--- src/rtl/i2c_mbs_pkg.sv ---
// Shared types and constants for the I2C master bit sequencer.
// Used by the top level and its port checker; no dependencies.
`default_nettype none

package i2c_mbs_pkg;

  localparam int unsigned OpcodeWidth = 3;
  localparam int unsigned ByteWidth   = 8;
  localparam int unsigned InDataWidth = 24;
  localparam int unsigned OutDataWidth = 16;

  // MSB of a byte, sent and sampled first
  localparam logic [ByteWidth-1:0] MsbMask = 8'h80;

  typedef enum logic [OpcodeWidth-1:0] {
    OP_INIT      = 3'd0,
    OP_START     = 3'd1,
    OP_STOP      = 3'd2,
    OP_WRITE     = 3'd3,
    OP_READ_ACK  = 3'd4,
    OP_READ_NACK = 3'd5,
    OP_POLL      = 3'd6,
    OP_NONE      = 3'd7
  } op_e;

  typedef enum logic [9:0] {
    ST_IDLE  = 10'b00_0000_0001,
    ST_INIT  = 10'b00_0000_0010,
    ST_START = 10'b00_0000_0100,
    ST_BOUT  = 10'b00_0000_1000,
    ST_WACK  = 10'b00_0001_0000,
    ST_REL   = 10'b00_0010_0000,
    ST_RBIT  = 10'b00_0100_0000,
    ST_RACK  = 10'b00_1000_0000,
    ST_PACK  = 10'b01_0000_0000,
    ST_STOP  = 10'b10_0000_0000
  } state_e;

  // One pin phase as it leaves the block
  typedef struct packed {
    logic [3:0]           pad;
    logic                 no_ack;
    logic [ByteWidth-1:0] read_byte;
    logic                 sda_released;
    logic                 sda;
    logic                 scl;
  } phase_t;

endpackage

`default_nettype wire

--- src/rtl/i2c_master_bit_sequencer.sv ---
// I2C master bit sequencer: expands one command into a run of SCL/SDA pin phases.
// Depends on i2c_mbs_pkg.
`default_nettype none

// One command enters on the slave stream and leaves as one transfer per pin
// phase on the master stream, the final phase marked by tlast and carrying the
// read byte (reads) and the no-acknowledge flag (poll). A command holds the
// block until its last phase is produced, sink stalls included; phases: init 1,
// start 4, stop 3, write 27, read 20, poll 34. s_axis_tready returns the
// cycle after the last phase is produced. A single 8-bit shift register, stepped
// by a phase and bit counter under the command sequencer, serialises the byte
// to write. Opcode 7 is taken and dropped with no output. Pin levels reset to
// the idle bus (SCL and SDA high, SDA driven).
module i2c_master_bit_sequencer (
  input  wire                                     clk_i,
  input  wire                                     rst_ni,
  input  wire                                     s_axis_tvalid,
  output logic                                    s_axis_tready,
  // data_byte [7:0], line_bits [15:8], ack_line [16], zero [23:17]
  input  wire  [i2c_mbs_pkg::InDataWidth-1:0]     s_axis_tdata,
  // opcode [2:0]
  input  wire  [i2c_mbs_pkg::OpcodeWidth-1:0]     s_axis_tuser,
  output logic                                    m_axis_tvalid,
  input  wire                                     m_axis_tready,
  // scl [0], sda [1], sda_released [2], read_byte [10:3], no_ack [11], zero [15:12]
  output logic [i2c_mbs_pkg::OutDataWidth-1:0]    m_axis_tdata,
  output logic                                    m_axis_tlast
);
  import i2c_mbs_pkg::*;

  state_e               state_q, state_d;
  op_e                  op_q, op_d;
  logic [1:0]           ph_q, ph_d;
  logic [2:0]           bit_q, bit_d;
  logic [ByteWidth-1:0] shreg_q, shreg_d;
  logic [ByteWidth-1:0] lines_q, lines_d;
  logic                 ack_q, ack_d;
  logic                 scl_q, scl_d;
  logic                 sda_q, sda_d;
  logic                 mode_q, mode_d;
  logic                 out_valid_q, out_valid_d;
  phase_t               out_q, out_d;
  logic                 out_last_q, out_last_d;

  logic s_fire;
  logic step_en;
  logic rel_ph;
  logic done;

  assign s_axis_tready = (state_q == ST_IDLE);
  assign s_fire        = s_axis_tvalid && s_axis_tready;
  assign step_en       = (state_q != ST_IDLE) && (!out_valid_q || m_axis_tready);

  assign m_axis_tvalid = out_valid_q;
  assign m_axis_tdata  = out_q;
  assign m_axis_tlast  = out_last_q;

  always_comb begin
    state_d = state_q;
    op_d    = op_q;
    ph_d    = ph_q;
    bit_d   = bit_q;
    shreg_d = shreg_q;
    lines_d = lines_q;
    ack_d   = ack_q;
    scl_d   = scl_q;
    sda_d   = sda_q;
    mode_d  = mode_q;
    rel_ph  = mode_q;
    done    = 1'b0;

    if (s_fire) begin
      op_d    = op_e'(s_axis_tuser);
      shreg_d = s_axis_tdata[ByteWidth-1:0];
      lines_d = s_axis_tdata[2*ByteWidth-1:ByteWidth];
      ack_d   = s_axis_tdata[2*ByteWidth];
      ph_d    = '0;
      bit_d   = '0;
      unique case (op_e'(s_axis_tuser))
        OP_INIT:                  state_d = ST_INIT;
        OP_START, OP_POLL:        state_d = ST_START;
        OP_STOP:                  state_d = ST_STOP;
        OP_WRITE:                 state_d = ST_BOUT;
        OP_READ_ACK, OP_READ_NACK: state_d = ST_REL;
        default:                  state_d = ST_IDLE;
      endcase
    end else if (step_en) begin
      unique case (state_q)
        ST_INIT: begin
          mode_d  = 1'b0;
          rel_ph  = 1'b0;
          done    = 1'b1;
        end
        ST_START: begin
          unique case (ph_q)
            2'd0:    scl_d = 1'b1;
            2'd1:    sda_d = 1'b1;
            2'd2:    sda_d = 1'b0;
            default: scl_d = 1'b0;
          endcase
          ph_d = ph_q + 2'd1;
          if (ph_q == 2'd3) begin
            ph_d = '0;
            if (op_q == OP_POLL) begin
              state_d = ST_BOUT;
            end else begin
              done = 1'b1;
            end
          end
        end
        ST_BOUT: begin
          // data, clock high, clock low; shift after the low edge
          unique case (ph_q)
            2'd0:    sda_d = (shreg_q & MsbMask) != '0;
            2'd1:    scl_d = 1'b1;
            default: scl_d = 1'b0;
          endcase
          ph_d = ph_q + 2'd1;
          if (ph_q == 2'd2) begin
            ph_d    = '0;
            shreg_d = {shreg_q[ByteWidth-2:0], 1'b0};
            bit_d   = bit_q + 3'd1;
            if (bit_q == 3'd7) begin
              state_d = (op_q == OP_POLL) ? ST_REL : ST_WACK;
            end
          end
        end
        ST_WACK: begin
          unique case (ph_q)
            2'd0:    sda_d = 1'b0;
            2'd1:    scl_d = 1'b1;
            default: scl_d = 1'b0;
          endcase
          ph_d = ph_q + 2'd1;
          if (ph_q == 2'd2) begin
            ph_d = '0;
            done = 1'b1;
          end
        end
        ST_REL: begin
          mode_d  = 1'b1;
          rel_ph  = 1'b1;
          sda_d   = 1'b1;
          state_d = (op_q == OP_POLL) ? ST_PACK : ST_RBIT;
        end
        ST_RBIT: begin
          scl_d = (ph_q == 2'd0);
          ph_d  = (ph_q == 2'd0) ? 2'd1 : 2'd0;
          if (ph_q != 2'd0) begin
            bit_d = bit_q + 3'd1;
            if (bit_q == 3'd7) begin
              state_d = ST_RACK;
            end
          end
        end
        ST_RACK: begin
          unique case (ph_q)
            2'd0: begin
              mode_d = 1'b0;
              rel_ph = 1'b0;
              sda_d  = (op_q == OP_READ_NACK);
            end
            2'd1:    scl_d = 1'b1;
            default: scl_d = 1'b0;
          endcase
          ph_d = ph_q + 2'd1;
          if (ph_q == 2'd2) begin
            ph_d = '0;
            done = 1'b1;
          end
        end
        ST_PACK: begin
          // acknowledge clock; SDA goes back to driven after the low phase
          scl_d = (ph_q == 2'd0);
          ph_d  = (ph_q == 2'd0) ? 2'd1 : 2'd0;
          if (ph_q != 2'd0) begin
            mode_d  = 1'b0;
            state_d = ST_STOP;
          end
        end
        ST_STOP: begin
          unique case (ph_q)
            2'd0:    sda_d = 1'b0;
            2'd1:    scl_d = 1'b1;
            default: sda_d = 1'b1;
          endcase
          ph_d = ph_q + 2'd1;
          if (ph_q == 2'd2) begin
            ph_d = '0;
            done = 1'b1;
          end
        end
        default: state_d = ST_IDLE;
      endcase
      if (done) begin
        state_d = ST_IDLE;
      end
    end
  end

  // output register: load a phase on each step, drop valid once taken
  always_comb begin
    out_valid_d = out_valid_q;
    out_d       = out_q;
    out_last_d  = out_last_q;
    if (step_en) begin
      out_valid_d        = 1'b1;
      out_d.pad          = '0;
      out_d.scl          = scl_d;
      out_d.sda          = sda_d;
      out_d.sda_released = rel_ph;
      out_d.read_byte    = (done && (op_q == OP_READ_ACK || op_q == OP_READ_NACK))
                           ? lines_q : '0;
      out_d.no_ack       = done && (op_q == OP_POLL) && ack_q;
      out_last_d         = done;
    end else if (m_axis_tready) begin
      out_valid_d = 1'b0;
    end
  end

  always_ff @(posedge clk_i or negedge rst_ni) begin
    if (!rst_ni) begin
      state_q     <= ST_IDLE;
      scl_q       <= 1'b1;
      sda_q       <= 1'b1;
      mode_q      <= 1'b0;
      ph_q        <= '0;
      bit_q       <= '0;
      out_valid_q <= 1'b0;
    end else begin
      state_q     <= state_d;
      scl_q       <= scl_d;
      sda_q       <= sda_d;
      mode_q      <= mode_d;
      ph_q        <= ph_d;
      bit_q       <= bit_d;
      out_valid_q <= out_valid_d;
    end
  end

  always_ff @(posedge clk_i) begin
    op_q       <= op_d;
    shreg_q    <= shreg_d;
    lines_q    <= lines_d;
    ack_q      <= ack_d;
    out_q      <= out_d;
    out_last_q <= out_last_d;
  end

endmodule

`default_nettype wire

--- config.mk ---
export PLATFORM = sky130hd
export DESIGN_NAME = i2c_master_bit_sequencer
export DESIGN_NICKNAME = d
export VERILOG_FILES = /design/src/rtl/i2c_mbs_pkg.sv /design/src/rtl/i2c_master_bit_sequencer.sv
export SDC_FILE = /design/constraint.sdc
export NUM_CORES = 1
export LEC_CHECK = 0
export ABC_AREA = 1
export ABC_CLOCK_PERIOD_IN_PS = 3080
export BUFFER_PORTS_ARGS = -buffer_cell sky130_fd_sc_hd__clkbuf_2
export CORE_MARGIN = 2
export CORE_UTILIZATION = 55
export CTS_BUF_LIST = sky130_fd_sc_hd__clkbuf_4 sky130_fd_sc_hd__clkbuf_8
export CTS_CLUSTER_SIZE = 14
export DETAILED_ROUTE_END_ITERATION = 8
export PLACE_DENSITY_LB_ADDON = 0.05
export SLEW_MARGIN = 0
export SYNTH_ARGS = -nofsm -noshare
export SYNTH_HDL_FRONTEND = slang
export SYNTH_SLANG_ARGS = --single-unit
--- constraint.sdc ---
create_clock -name clk_i -period 3.08 [get_ports clk_i]
set_input_delay 0.308 -clock clk_i [delete_from_list [all_inputs] [get_ports clk_i]]
set_output_delay 0.308 -clock clk_i [all_outputs]
set_load 0.01 [all_outputs]
==> reports/metrics.cfg <==
[synth]
synth_area_per_cell_sq_um=8.30
synth-seq-cells=52
ys_async_sr_fraction=0.365
netlist-cell-type-count=41
synth_edf_count=33
netlist_area_sq_um=3050
ys.warnings.count=0
yosysSeqAreaShare=0.482
syn_inst=368
synth_flop_cell=edfxtp_1

[cts]
cts_resized=0
clock-sinks=52
clockBufferDepth=2
clk_pin_slew_ns=0.10
cts-root-buf=clkbuf_8
cts-htree-levels=2
cts_tree=yes
clk-insertion-delay-late_ns=0.31
numCtsBuffers=5

[power_and_ir_drop]
p_clk_frac=0.117
pwr-share-comb=0.513
internal_power_uw=1830
power_uw=3420
power.leakage_uw=0.00175
pwr_density_cell_nw_per_um2=1000
swShare=0.464
seqPwrFrac=0.370
ir_drop_uv=607
power_switching_uw=1590

[timing]
timing_hold_violations_final=0
fin_skew_ns=0.00562
setup_viol=0
finalSetupTns_ns=0
max_freq_mhz=428
final.min_clock_period_ns=2.34
period_share=0.759
rsz0062_at_grt=false
slew_violations=0
worstMarginPinSlew_ns=0.659
setup_slack_ns=0.742
slew-limit-headroom=0.559

[worst_setup_path]
critPathMaxFanout=16
cp_cell_sequence=inv_1 -> nand2_2 -> nor2_1 -> nand2_1 -> nand2_1 -> inv_1 -> o21ai_2 -> nor2_1 -> a21oi_1
timing.reg2reg.setup_slack_ns=0.74
critPathArrivalTime_ns=2.39
worst_setup_path_end_kind=flip-flop
start_kind=flip-flop
required_ns=3.13
criticalPathCategory=flip-flop to flip-flop
crit_path_top_delay_cell=inv_1
cp_slowest_stage_delay_ns=0.50

[outcome]
status=complete, no violations

[place]
pre_cts_ws_ns=0.776
dp_hpwl_um=4770
portBuffers=38
gp_congestion=0.877
dpl.cell_count=475

[global_routing]
use_met2=0.352
grt_pass1_vias=2258
met1_usage=0.316
use_met3=0.0333
grt_max_degree=22
top_usage_layer=met2
grt_first_pass_wirelength_um=10600
grt-ovfl-total=0
grt_use_total=0.220
antenna_found_initial=0

[routing]
viasPerCell=5.15
wl_per_cell_um=13.0
postRouteAntennaNets=0
first_pass_iters=5
wl_um=6310
first_iter_violations=146
dr_total_vias=2493
drc=0

[run]
cap_violations=0

[floorplanning]
num_rows=27
die_h_um=78.5
core_sq_um=5440
ios=50
die_w_um=78.5
die_area_sq_um=6160
start_util=0.561

[final_layout]
area_growth_syn_to_layout_pct=11.7
final_cells=484
layout.nets=451
fillers=495
drive_gt1_frac=0.197
num_antenna_cells=0

[worst_hold_path]
hp-class=input port to flip-flop

-- worst paths after layout --
path                                   from              end  depth (start not counted)
max                              state_q[8]  m_axis_tdata[0]                          9
min                        s_axis_tdata[10]       lines_q[2]                          1
max reg2reg                      state_q[8]  m_axis_tdata[0]                          9
min reg2reg                        bit_q[1]         bit_q[1]                          2
max in group asynchronous            rst_ni       state_q[0]                          2
min in group asynchronous            rst_ni          ph_q[0]                          2
-- logic make-up (layout without fill, tap and decap cells) --
| kind of cell | count (synthesis) | count (layout) | synth area share |
|---|---|---|---|
| and+or+nand+nor | 226 | 226 | 0.353 |
| buffers and inverters | 56 | 97 | 0.0742 |
| DFF | 52 | 52 | 0.482 |
| AOI/OAI and AO/OA | 24 | 24 | 0.0533 |
| adders and majority gates | 9 | 9 | 0.0369 |
| other | 1 | 4 | 0.00123 |
-- through the flow --
stage | utilization | instance area, sq um | hold WS [ns]
floorplan | - | 3060 | 0.0124
global placement | 0.608 | 3310 | 0.305
detailed placement | 0.608 | 3310 | 0.315
CTS | 0.627 | 3410 | 0.169
global route | 0.627 | 3410 | 0.161
finish | 0.627 | 3410 | 0.173
-- critical path: cells and delay by family (launching register included) --
kind            cells  cell delay [ns]
compound gates      2             0.28
buf+inv             2             0.58
flops               1             0.47
simple gates        5             0.74
-- state kept, by name, indices dropped and copies added (netlist names) --
name,count
op_q,3
m_axis_tdata,12
ph_q,2
ack_q,1
lines_q,8
sda_q,1
state_q,10
bit_q,3
m_axis_tvalid,1
mode_q,1
scl_q,1
shreg_q,8
m_axis_tlast,1
-- power by group through the flow --
stage	Clock [uW]	Sequential (uW)	Combinational, uW
detailed placement	0	1280	1750
global route	437	1300	1970
floorplan	0	1300	1250
finish	401	1270	1750
CTS	413	1270	1750
global placement	0	1270	1730
-- layout by cell type (no fill, tap or decap), drive strengths merged, types with 2 or more instances in the layout --
cell type and instances:
inv 50, o21ai 13, clkinv 2, nand3b 2, dfstp 3, edfxtp 33
nand4 14, nand3 35, dfrtp 16, or2 2, a21oi 3, nor2 57
ha 9, clkbuf 43, nor3 8, conb 4, nand2 106
-- cells in the mapped netlist, drive strengths merged, types with 2 or more instances --
library cell / n / area (sq um)
a21oi: 3 / 15.0
buf: 5 / 35.0
clkbuf: 2 / 7.51
dfrtp: 16 / 400
dfstp: 3 / 78.8
edfxtp: 33 / 991
ha: 9 / 113
inv: 49 / 184
nand2: 106 / 423
nand3: 35 / 198
nand3b: 2 / 15.0
nand4: 14 / 87.6
nor2: 57 / 265
nor3: 8 / 61.3
o21ai: 13 / 83.8
or2: 2 / 15.0
-- layer usage --
layer / share of wire / vias up
met2: 0.48 / 64
met5: 0 / -
li1: - / 1285
met1: 0.47 / 1140
met4: 0.0049 / 0
met3: 0.046 / 4
-- layout make-up --
type                    count  area, sq um  area share
clock inverters             3         22.5     0.00660
well taps                  72         90.1      0.0264
flip-flops and latches     52         1470       0.431
clock buffers               5         68.8      0.0202
repair buffers             40          208      0.0609
inverters                  49          184      0.0539
multi-input cells         263         1370       0.401
-- timing repair --
action / 4_1_cts / 5_1_grt
buffers inserted: 0 / 0
hold endpoints to repair: 16 / 0
hold buffers: 1 / 0
Note: power is estimated with default switching activity, not from simulation.
